[config.mk]
export PLATFORM = sky130hd
export DESIGN_NAME = rgb_to_hsv
export DESIGN_NICKNAME = d
export VERILOG_FILES = /design/src/rtl/rgb2hsv_pkg.sv /design/src/rtl/rgb_to_hsv.sv
export SDC_FILE = /design/constraint.sdc
export NUM_CORES = 1
export LEC_CHECK = 0
export BUFFER_PORTS_ARGS = -buffer_cell sky130_fd_sc_hd__buf_2
export CAP_MARGIN = 10
export CORE_UTILIZATION = 40
export DETAILED_ROUTE_END_ITERATION = 10
export PLACE_DENSITY = 0.53
export REMOVE_ABC_BUFFERS = 1
export SYNTH_ARGS = -nofsm -noshare
export SYNTH_HDL_FRONTEND = slang
export SYNTH_SLANG_ARGS = --single-unit
[constraint.sdc]
create_clock -name clk -period 9.4 [get_ports clk]
set_input_delay 2.82 -clock clk [delete_from_list [all_inputs] [get_ports clk]]
set_output_delay 2.82 -clock clk [all_outputs]
set_load 0.02 [all_outputs]
[src/rtl/rgb2hsv_pkg.sv]
`timescale 1ns / 1ps

package rgb2hsv_pkg;

  // channel and hue fixed-point format
  localparam int CHANNEL_BITS  = 8;
  localparam int HUE_FRAC_BITS = 6;

  // degrees scaled by the hue fraction
  localparam int SECTOR    = 60 << HUE_FRAC_BITS;
  localparam int SECTOR2   = 2 * SECTOR;
  localparam int FULL_TURN = 360 << HUE_FRAC_BITS;
  localparam int CHAN_FULL = (1 << CHANNEL_BITS) - 1;

  // port widths
  localparam int HUE_W = $clog2(FULL_TURN);
  localparam int SAT_W = CHANNEL_BITS;

  // divider geometry: divisors are twice a channel value
  localparam int DH_W      = CHANNEL_BITS + 1;
  localparam int QH_W      = $clog2(SECTOR2 + 1);
  localparam int AH_W      = QH_W + DH_W;
  localparam int QS_W      = SAT_W;
  localparam int AS_W      = QS_W + DH_W;
  localparam int DIV_STEPS = (QH_W > QS_W) ? QH_W : QS_W;

  // pipeline depth: input, min/max, setup, divider steps, output
  localparam int NST = DIV_STEPS + 4;

  // hue offsets per sector, modulo 2^HUE_W
  localparam logic [HUE_W-1:0] BASE_RED     = HUE_W'((1 << HUE_W) - SECTOR);
  localparam logic [HUE_W-1:0] BASE_RED_NEG = HUE_W'(5 * SECTOR);
  localparam logic [HUE_W-1:0] BASE_GREEN   = HUE_W'(SECTOR);
  localparam logic [HUE_W-1:0] BASE_BLUE    = HUE_W'(3 * SECTOR);

  typedef enum logic [1:0] {
    SEC_RED,
    SEC_GREEN,
    SEC_BLUE
  } sec_t;

  // one divider stage: hue and saturation quotients side by side
  typedef struct packed {
    logic [DH_W-1:0]         h_rem;
    logic [DH_W-1:0]         h_den;
    logic [QH_W-1:0]         h_lo;
    logic [QH_W-1:0]         h_q;
    logic [DH_W-1:0]         s_rem;
    logic [DH_W-1:0]         s_den;
    logic [QS_W-1:0]         s_lo;
    logic [QS_W-1:0]         s_q;
    logic [HUE_W-1:0]        base;
    logic                    gray;
    logic [CHANNEL_BITS-1:0] value;
  } dstg_t;

  // one restoring division step: {quotient bit, new remainder}
  function automatic logic [DH_W:0] div_bit(input logic [DH_W-1:0] rem,
                                            input logic [DH_W-1:0] den,
                                            input logic            din);
    logic [DH_W:0] t;
    logic [DH_W:0] diff;
    t    = {rem, din};
    diff = t - {1'b0, den};
    if (t >= {1'b0, den}) begin
      div_bit = {1'b1, diff[DH_W-1:0]};
    end else begin
      div_bit = {1'b0, t[DH_W-1:0]};
    end
  endfunction

endpackage

[src/rtl/rgb_to_hsv.sv]
// channel   valid      stall       payload
// in_       in_valid   in_stall    in_red, in_green, in_blue
// out_      out_valid  out_stall   out_hue, out_saturation, out_value
//
// one pixel enters per clock while in_stall is low; the pipeline depth is
// set by the bit-per-stage restoring divider for the hue quotient.
// rst_n is synchronous and clears the stage valid bits only.
// a stage loads whenever it is empty or the stage after it moves, so bubbles
// close up under out_stall and in_stall rises only when every stage is full.
`timescale 1ns / 1ps

module rgb_to_hsv
  import rgb2hsv_pkg::*;
(
  input  logic                    clk,
  input  logic                    rst_n,
  input  logic                    in_valid,
  output logic                    in_stall,
  input  logic [CHANNEL_BITS-1:0] in_red,
  input  logic [CHANNEL_BITS-1:0] in_green,
  input  logic [CHANNEL_BITS-1:0] in_blue,
  output logic                    out_valid,
  input  logic                    out_stall,
  output logic [HUE_W-1:0]        out_hue,
  output logic [SAT_W-1:0]        out_saturation,
  output logic [CHANNEL_BITS-1:0] out_value
);

  logic [NST-1:0] vld_r;
  logic [NST-1:0] rdy;

  logic [CHANNEL_BITS-1:0] red_r, green_r, blue_r;
  logic [CHANNEL_BITS-1:0] r1_r, g1_r, b1_r, mx1_r, mn1_r;
  logic [CHANNEL_BITS-1:0] mx_nxt, mn_nxt;
  sec_t                    sec1_r, sec_nxt;

  dstg_t dv_r   [0:DIV_STEPS];
  dstg_t dv_nxt [0:DIV_STEPS];

  logic [HUE_W-1:0]        hue_r, hue_nxt;
  logic [SAT_W-1:0]        sat_r, sat_nxt;
  logic [CHANNEL_BITS-1:0] val_r;

  // per-stage ready: load when empty or when the next stage moves
  always_comb begin
    rdy[NST-1] = !vld_r[NST-1] || !out_stall;
    for (int i = NST - 2; i >= 0; i--) begin
      rdy[i] = !vld_r[i] || rdy[i+1];
    end
  end

  assign in_stall = !rdy[0];

  // valid bits travel with the data
  always_ff @(posedge clk) begin
    if (!rst_n) begin
      vld_r <= '0;
    end else begin
      if (rdy[0]) vld_r[0] <= in_valid;
      for (int i = 1; i < NST; i++) begin
        if (rdy[i]) vld_r[i] <= vld_r[i-1];
      end
    end
  end

  // stage 1: largest and smallest channel, first channel at max wins
  always_comb begin
    mx_nxt = red_r;
    mn_nxt = red_r;
    if (green_r > mx_nxt) mx_nxt = green_r;
    if (blue_r > mx_nxt)  mx_nxt = blue_r;
    if (green_r < mn_nxt) mn_nxt = green_r;
    if (blue_r < mn_nxt)  mn_nxt = blue_r;
    if (mx_nxt == red_r) begin
      sec_nxt = SEC_RED;
    end else if (mx_nxt == green_r) begin
      sec_nxt = SEC_GREEN;
    end else begin
      sec_nxt = SEC_BLUE;
    end
  end

  // stage 2: dividends and divisors for hue and saturation
  always_comb begin
    logic [CHANNEL_BITS-1:0]   d;
    logic signed [DH_W:0]      xd;
    logic [AH_W-1:0]           ah;
    logic [AS_W-1:0]           as;
    logic                      neg;
    d   = mx1_r - mn1_r;
    neg = 1'b0;
    dv_nxt[0] = '0;
    unique case (sec1_r)
      SEC_RED: begin
        xd  = $signed({2'b00, g1_r}) - $signed({2'b00, b1_r}) + $signed({2'b00, d});
        neg = g1_r < b1_r;
        dv_nxt[0].base = neg ? BASE_RED_NEG : BASE_RED;
      end
      SEC_GREEN: begin
        xd = $signed({2'b00, b1_r}) - $signed({2'b00, r1_r}) + $signed({2'b00, d});
        dv_nxt[0].base = BASE_GREEN;
      end
      SEC_BLUE: begin
        xd = $signed({2'b00, r1_r}) - $signed({2'b00, g1_r}) + $signed({2'b00, d});
        dv_nxt[0].base = BASE_BLUE;
      end
      default: begin
        xd = '0;
        dv_nxt[0].base = '0;
      end
    endcase
    // hue: 2*S*(x + delta) + delta over 2*delta
    ah = AH_W'(SECTOR2) * AH_W'(xd[DH_W-1:0]) + AH_W'(d);
    // saturation: 2*delta*full + max over 2*max
    as = AS_W'({d, 1'b0}) * AS_W'(CHAN_FULL) + AS_W'(mx1_r);
    dv_nxt[0].h_den = {d, 1'b0};
    dv_nxt[0].h_rem = ah[AH_W-1:QH_W];
    dv_nxt[0].h_lo  = ah[QH_W-1:0];
    dv_nxt[0].h_q   = '0;
    dv_nxt[0].s_den = {mx1_r, 1'b0};
    dv_nxt[0].s_rem = as[AS_W-1:QS_W];
    dv_nxt[0].s_lo  = as[QS_W-1:0];
    dv_nxt[0].s_q   = '0;
    dv_nxt[0].gray  = (d == '0);
    dv_nxt[0].value = mx1_r;
  end

  // divider stages: one hue quotient bit per stage, and one saturation quotient bit per stage in the last QS_W stages
  for (genvar j = 0; j < DIV_STEPS; j++) begin : g_step
    logic [DH_W:0] hb, sb;
    always_comb begin
      dv_nxt[j+1] = dv_r[j];
      hb = div_bit(dv_r[j].h_rem, dv_r[j].h_den, dv_r[j].h_lo[QH_W-1]);
      sb = div_bit(dv_r[j].s_rem, dv_r[j].s_den, dv_r[j].s_lo[QS_W-1]);
      if (j >= DIV_STEPS - QH_W) begin
        dv_nxt[j+1].h_rem = hb[DH_W-1:0];
        dv_nxt[j+1].h_q   = QH_W'({dv_r[j].h_q, hb[DH_W]});
        dv_nxt[j+1].h_lo  = dv_r[j].h_lo << 1;
      end
      if (j >= DIV_STEPS - QS_W) begin
        dv_nxt[j+1].s_rem = sb[DH_W-1:0];
        dv_nxt[j+1].s_q   = QS_W'({dv_r[j].s_q, sb[DH_W]});
        dv_nxt[j+1].s_lo  = dv_r[j].s_lo << 1;
      end
    end
  end

  // output stage: sector offset, full-turn wrap, gray pixel
  always_comb begin
    logic [HUE_W-1:0] sum;
    sum = dv_r[DIV_STEPS].base + HUE_W'(dv_r[DIV_STEPS].h_q);
    if (dv_r[DIV_STEPS].gray || sum >= HUE_W'(FULL_TURN)) begin
      hue_nxt = '0;
    end else begin
      hue_nxt = sum;
    end
    sat_nxt = dv_r[DIV_STEPS].gray ? '0 : dv_r[DIV_STEPS].s_q;
  end

  // payload registers
  always_ff @(posedge clk) begin
    if (rdy[0]) begin
      red_r   <= in_red;
      green_r <= in_green;
      blue_r  <= in_blue;
    end
    if (rdy[1]) begin
      r1_r   <= red_r;
      g1_r   <= green_r;
      b1_r   <= blue_r;
      mx1_r  <= mx_nxt;
      mn1_r  <= mn_nxt;
      sec1_r <= sec_nxt;
    end
    for (int m = 0; m <= DIV_STEPS; m++) begin
      if (rdy[m+2]) dv_r[m] <= dv_nxt[m];
    end
    if (rdy[NST-1]) begin
      hue_r <= hue_nxt;
      sat_r <= sat_nxt;
      val_r <= dv_r[DIV_STEPS].value;
    end
  end

  assign out_valid      = vld_r[NST-1];
  assign out_hue        = hue_r;
  assign out_saturation = sat_r;
  assign out_value      = val_r;

`ifndef NO_ASSERTIONS
  // hue always lies below a full turn
  a_hue_range: assert property (@(posedge clk) disable iff (!rst_n)
    out_valid |-> (out_hue < HUE_W'(FULL_TURN)))
    else $error("hue at or above full turn");

  // a black pixel has no hue and no saturation
  a_black: assert property (@(posedge clk) disable iff (!rst_n)
    (out_valid && out_value == '0) |-> (out_hue == '0 && out_saturation == '0))
    else $error("black pixel with hue or saturation");

  // input is held off only when every stage holds a request
  a_full_stall: assert property (@(posedge clk) disable iff (!rst_n)
    in_stall |-> (&vld_r))
    else $error("input stalled with a bubble in the pipeline");
`endif

endmodule
After elaboration in Yosys (flattened, before gate mapping). Memories as Yosys holds them, arrays and structs flattened. Cells that the tools add are included.

Register bits: 114. Bits in latches: 0. Memory bits (writable): 1428. ROM bits: 0. Input port bits: 28. Output and inout port bits: 33. Memories kept: 1.

Memories: dv_r (depth 14, bits a word 102, read ports 14, clocked after Yosys merged registers in 0, write ports 14, line rgb_to_hsv.sv:37) `dstg_t dv_r [0:DIV_STEPS];`.

Add/sub/neg operators: 31. $mul: 2. Divide/modulo/power cells: 0. Order comparisons: 27. Eq/ne operators: 4. Shifts and indexed selects: 0. Multiplexer cells: 57. Bitwise operators: 0. Reduce and logical (&&, ||, !) cells: 39.

Operators by type and width (count): $ge A10 B9 Y1 (21); $mux W10 (21); $sub A9 B9 Y9 (21); $pmux W15 S3 (1); $mux W8 (4); $mux W1 (28); $add A9 B9 Y9 (3); $pmux W9 S3 (1); $sub A8 B8 Y9 (3); $lt A8 B8 Y1 (3); $add A22 B8 Y22 (1); $logic_not A1 Y1 (19); $logic_or A1 B1 Y1 (18); $add A17 B8 Y17 (1); $eq A8 B8 Y1 (2); $gt A8 B8 Y1 (2); $mul A8 B8 Y16 const B (1); $add A15 B13 Y15 (1); $ge A15 B15 Y1 const B (1); $mux W14 (1); $mul A4 B9 Y13 const A (1); $logic_not A8 Y1 (1); $sub A8 B8 Y8 (1); $eq A2 B1 Y1 const B (1); 3 further kinds (3).

Logic depth before layout (Yosys ltp). Gate-level depths: netlist of the first run.

Depth after elaboration: 19. Depth in mapped cells: 30. Gate-level depth less buffers: 30.

Worst setup path before layout of the first run. No wires, ideal clock.

Path kind: input port to output port. Start: in out_stall. End: out in_stall. Data arrival time: 5.766 ns. Path slack: 0.814 ns. Stages: 9. Cell sequence: and3_2 inv_1 nor2_1 and3_1 and3_1 and2_2 and3_2 nand3_1 inv_1.

Cells in the longest elaborated chain, start to end: 19.

RTL lines: from (decl) (line rgb_to_hsv.sv:23) `input logic out_stall,`; $logic_not A1 Y1 (line rgb_to_hsv.sv:46) `rdy[NST-1] = !vld_r[NST-1] || !out_stall;`; $logic_or A1 B1 Y1 (line rgb_to_hsv.sv:46); $logic_or A1 B1 Y1 (line rgb_to_hsv.sv:48) `rdy[i] = !vld_r[i] || rdy[i+1];`; via rdy[15] (line rgb_to_hsv.sv:30) `logic [NST-1:0] rdy;`; $logic_or A1 B1 Y1 (15 in a row) (line rgb_to_hsv.sv:48); $logic_not A1 Y1 (line rgb_to_hsv.sv:52) `assign in_stall = !rdy[0];`; to (decl) (line rgb_to_hsv.sv:18) `output logic in_stall,`.

The timed path passes the listed nets, and every way through them passes these cells.

Worst setup path after layout of the first run. Ends and elaborated chain as after synthesis.

==> results of run 1 <==
## metrics by stage
step	instances	util	hold slack [ps]	setup WS, ps	area [um^2]
5_1_grt	4553	0.455	403	1170	46400
3_5_place_dp	4381	0.425	405	1410	43300
4_1_cts	4552	0.455	392	1390	46400
6_report	4553	0.455	395	1440	46400
2_1_floorplan	2934	-	400	814	41100
3_3_place_gp	4381	0.425	400	1420	43300
## synth_stat cells (27+ instances only)
library cell	number
xnor2_1	127
nor2b_1	96
nor3_1	36
o21ai_0	82
ha_1	312
mux2_2	35
fa_1	79
nor2_1	144
nand4_1	40
a21oi_1	212
clkbuf_1	31
edfxtp_1	851
inv_1	377
nand2b_1	55
a21o_1	96
o31ai_1	27
nand2_1	63
xor2_1	56
## cell families (layout without fill, tap and decap cells)
logic type                 after synthesis  count (layout)
DFF                                    868             868
xor gates and xnor gates               183             183
AOI/OAI and AO/OA                      541             541
adders and majority gates              391             391
and+or+nand+nor                        518             518
muxes                                   56              56
buffers and inverters                  412             628
## flip-flops by register name (all words and copies together), names as in the netlist
| signal | count |
|---|---|
| red_r | 8 |
| dv_r | 754 |
| mn1_r | 8 |
| out_saturation | 8 |
| g1_r | 8 |
| green_r | 8 |
| r1_r | 8 |
| blue_r | 8 |
| vld_r | 17 |
| out_hue | 15 |
| sec1_r | 2 |
| mx1_r | 8 |
| out_value | 8 |
| b1_r | 8 |
## area by class of cell
class / instances / area, um^2
Clock buffer: 115 / 2430
Inverter: 377 / 1420
Timing Repair Buffer: 80 / 450
Sequential cell: 868 / 25900
Multi-Input combinational cell: 1689 / 13900
Clock inverter: 56 / 672
Tap cell: 1368 / 1710
Fill cell: 8985 / 55600
## final timing paths
path / cells after the start / end / from
setup / recovery: 12 / in_stall / out_stall
hold reg to reg: 0 / dv_r[0][286] / dv_r[0][183]
hold / removal: 0 / dv_r[0][286] / dv_r[0][183]
setup reg to reg: 30 / dv_r[0][100] / mx1_r[0]
## layer usage
layer,track usage,part of all wire,up-vias
met3,0.0244,0.031,153
met4,0.0478,0.029,0
met2,0.257,0.53,298
met5,0,0,-
met1,0.152,0.41,10650
li1,-,-,11029
## worst max-delay path, delay by kind of cell
| kind | cells | cell delay [ps] |
|---|---|---|
| buffers and inverters | 5 | 660 |
| and+or+nand+nor | 7 | 1650 |
==> impl_metrics.yaml, run 1 <==
outcome:
  status: "finished, final reports clean"
detailed_routing:
  ant_nets: 0
  drc_errors: 0
  routedWlPerCell_um: 15.3
  firstDrtPassIters: 5
  drtIter0Drc: 821
  postRouteWirelength_um: 69600
  dr_total_vias: 22130
  vias_per_cell: 4.86
clocking:
  cts_tree: "yes"
  cts_made_buffers: 93
  clkTransAtPathRegs_ps: 60
  cts_sinks: 868
  ctsRootBufferMaster: "clkbuf_16"
  ctsHoldBuffers: 0
  insertion_delay_ps: 660
  cts.htree.levels: 3
  cts_resized: 0
  ctsLongestPathBuffers: 3
  post_cts_buffers: 0
synth:
  ys_async_sr_fraction: 0
  ys_warn_count: 0
  synth_top_family_by_area: "adder cells"
  synth.area.top_cells: "edfxtp_1, ha_1, fa_1"
  synthFlopType: "edfxtp_1"
  yosysSeqAreaShare: 0.627
  syn_avg_cell_area_um2: 13.9
  muxShareOfSynthArea: 0.0146
  synth-adder-area-share: 0.133
  syn_inst: 2969
  yosys.area_share.simple: 0.0650
  synth-compound-area-share: 0.0838
  synth_area_um2: 41300
  ys_ff_latch: 868
  synth.top_cell.area_share: 0.619
  synth-edff-count: 851
  yosys.area.top_type: "edfxtp_1"
  synth-xor-area-share: 0.0388
  synth.distinct_cells: 69
floorplan:
  start_util: 0.405
  die-area_um2: 104000
  rows: 117
  coreArea_um2: 102000
  io_pins: 61
  fp.dieW_um: 323
  die_h_um: 323
worst_setup_path:
  critPathArrivalTime_ps: 5140
  crit_required_ps: 6580
  critPathKind: "input pin to output pin"
  reg2reg_slack_ps: 2210
  cpMaxStageDelayCell: "and3_1"
  slowest_delay_ps: 350
  cp-end-kind: "output pin"
  crit_chain: "buf_2, and3_2, inv_1, nor2_1, and3_1, and3_1, and2_2, and3_2, nand3_1, buf_4, inv_1, buf_2"
  start_kind: "input pin"
  path_max_fanout: 25
worst_hold_path:
  hold_path.class: "register to register"
timing:
  setup_viol: 0
  finalHoldViolCount: 0
  fin_crit_sh: 0.846
  slew_headroom: 0.262
  max_freq_mhz: 126
  finalMaxSlewViolations: 0
  fin_tns_setup_ps: 0
  rsz0062_at_grt: "false"
  tightestPinTransition_ps: 1110
  fin_skew_ps: 40.9
  period_needed_ps: 7960
global_routing:
  grt_max_degree: 61
  grt-ovfl-total: 0
  antenna_found_initial: 0
  grt_pass1_vias: 23102
  track_usage: 0.136
  grt_pass1_wl_um: 115000
finish:
  drive_gt1_frac: 0.0907
  diodes: 0
  layout_common_cells: "edfxtp_1, inv_1, ha_1"
  final_common_cell: "edfxtp_1"
  nNetsFinal: 3528
  syn2layout_area_growth_pct: 12.5
flow_run:
  cap_violations: 0
place:
  hpwl_um: 51600
  port_buffers: 60
  place.gp.congestion: 0.867
Power of run 1 is left out: the tool's default activity adds up to more than one toggle a clock period on the data nets, which glitch-free logic cannot reach.
==> run 2, diff against run 1 <==
- PLACE_DENSITY: 0.53 -> 0.55
- clock period: 9.4 -> 6.45 ns (I/O delays scaled with it)
==> impl_metrics.yaml, run 2 (synthesis gave the netlist of run 1 again) <==
outcome:
  status: "finished, final reports clean"
worst_setup_path:
  critPathKind: "register to register"
  path_max_fanout: 5
  critPathArrivalTime_ps: 6550
  start_kind: "register"
  reg2reg_slack_ps: 280
  crit_required_ps: 6830
  cp-end-kind: "register"
place:
  port_buffers: 60
  place.gp.congestion: 0.861
  hpwl_um: 52400
global_routing:
  grt_pass1_vias: 23411
  grt_max_degree: 61
  antenna_found_initial: 0
  track_usage: 0.138
  grt_pass1_wl_um: 116000
  grt-ovfl-total: 0
timing:
  slew_headroom: 0.254
  finalMaxSlewViolations: 0
  finalHoldViolCount: 0
  max_freq_mhz: 162
  tightestPinTransition_ps: 1120
  fin_crit_sh: 0.956
  period_needed_ps: 6170
  fin_tns_setup_ps: 0
  setup_viol: 0
  fin_skew_ps: 40.5
  hold_ws_ps: 387
finish:
  nNetsFinal: 3555
  top_register: "dv_r"
  layout_common_cells: "edfxtp_1, inv_1, ha_1"
  syn2layout_area_growth_pct: 13.2
  largest_register_ffs: 754
  ff_latch_area_um2: 25900
  nFillCells: 9033
  final_common_cell: "edfxtp_1"
  drive_gt1_frac: 0.106
  diodes: 0
  multi_input_area_um2: 14000
floorplan:
  start_util: 0.405
  fp.dieW_um: 323
  io_pins: 61
  rows: 117
  die-area_um2: 104000
  coreArea_um2: 102000
  die_h_um: 323
clocking:
  cts_tree: "yes"
  clkTransAtPathRegs_ps: 60
  ctsRootBufferMaster: "clkbuf_16"
  insertion_delay_ps: 660
  ctsHoldBuffers: 0
  cts.htree.levels: 3
  cts_made_buffers: 92
  cts_sinks: 868
  ctsLongestPathBuffers: 3
detailed_routing:
  postRouteWirelength_um: 70200
  drc_errors: 0
  routedWlPerCell_um: 15.3
  drtIter0Drc: 987
  vias_per_cell: 4.87
  firstDrtPassIters: 5
  dr_total_vias: 22277
  ant_nets: 0
worst_hold_path:
  hold_path.class: "register to register"
flow_run:
  cap_violations: 0
-- run 2: changes by cell type in the layout (fill, tap and decap cells not counted), moves of 4 or more --
| cell | delta |
|---|---|
| buf_4 | +27 |
| a21oi_2 | +5 |
| a21oi_1 | -5 |
| clkinv_1 | -5 |
| clkinv_2 | +5 |
| clkinvlp_4 | -4 |
-- run 2: worst max-delay path: stages (launching register included) --
cell and delay (ps):
edfxtp_1 380, inv_1 90, ha_1 140, inv_1 50, fa_2 350, a21o_1 170, a21oi_2 200, xnor2_2 150
buf_4 160, ha_1 240, xnor2_1 180, fa_1 540, inv_1 50, fa_1 530, inv_1 50, fa_1 530
inv_1 40, ha_1 350, and3_2 280, a2111oi_4 400, nand2_1 130, nor2_2 130, o311ai_2 130, a211oi_2 320
nand4_1 150, xnor2_1 140
-- run 2: final cells by class --
type / instances / area share
Timing Repair Buffer: 108 / 0.0142
Clock inverter: 55 / 0.0139
Clock buffer: 114 / 0.0520
Inverter: 377 / 0.0303
Tap cell: 1368 / 0.0366
Sequential cell: 868 / 0.554
Multi-Input combinational cell: 1689 / 0.299
-- run 2: worst paths after layout --
kind                startpoint            to  cells past startpoint
setup reg to reg      mx1_r[0]   dv_r[0][57]                     25
setup / recovery      mx1_r[0]   dv_r[0][57]                     25
hold / removal    dv_r[0][221]  dv_r[0][323]                      0
hold reg to reg   dv_r[0][221]  dv_r[0][323]                      0
-- run 2: stage by stage --
stage	setup WS (ps)	std cells	util	instance area [um^2]
global placement	135	4398	0.426	43400
global route	-6.24	4579	0.458	46700
detailed placement	-147	4398	0.426	43400
finish	284	4579	0.458	46700
floorplan	-366	2934	-	41100
CTS	31.1	4567	0.456	46500
-- run 2: what timing repair did --
action	CTS	global route
gates resized for setup	2	26
endpoints found under the hold margin	0	0
pin swaps	0	11
endpoints found under the setup margin	4	9
setup buffers	0	12
-- run 2: layer usage --
metal,wire [um],global-route usage,share of wire,vias to the layer above
li1,-,-,-,11096
met1,29100,0.154,0.42,10750
met2,36900,0.258,0.53,297
met3,2180,0.0248,0.031,134
met4,2010,0.0496,0.029,0
met5,0,0,0,-
Power of run 2 is left out for the same reason.
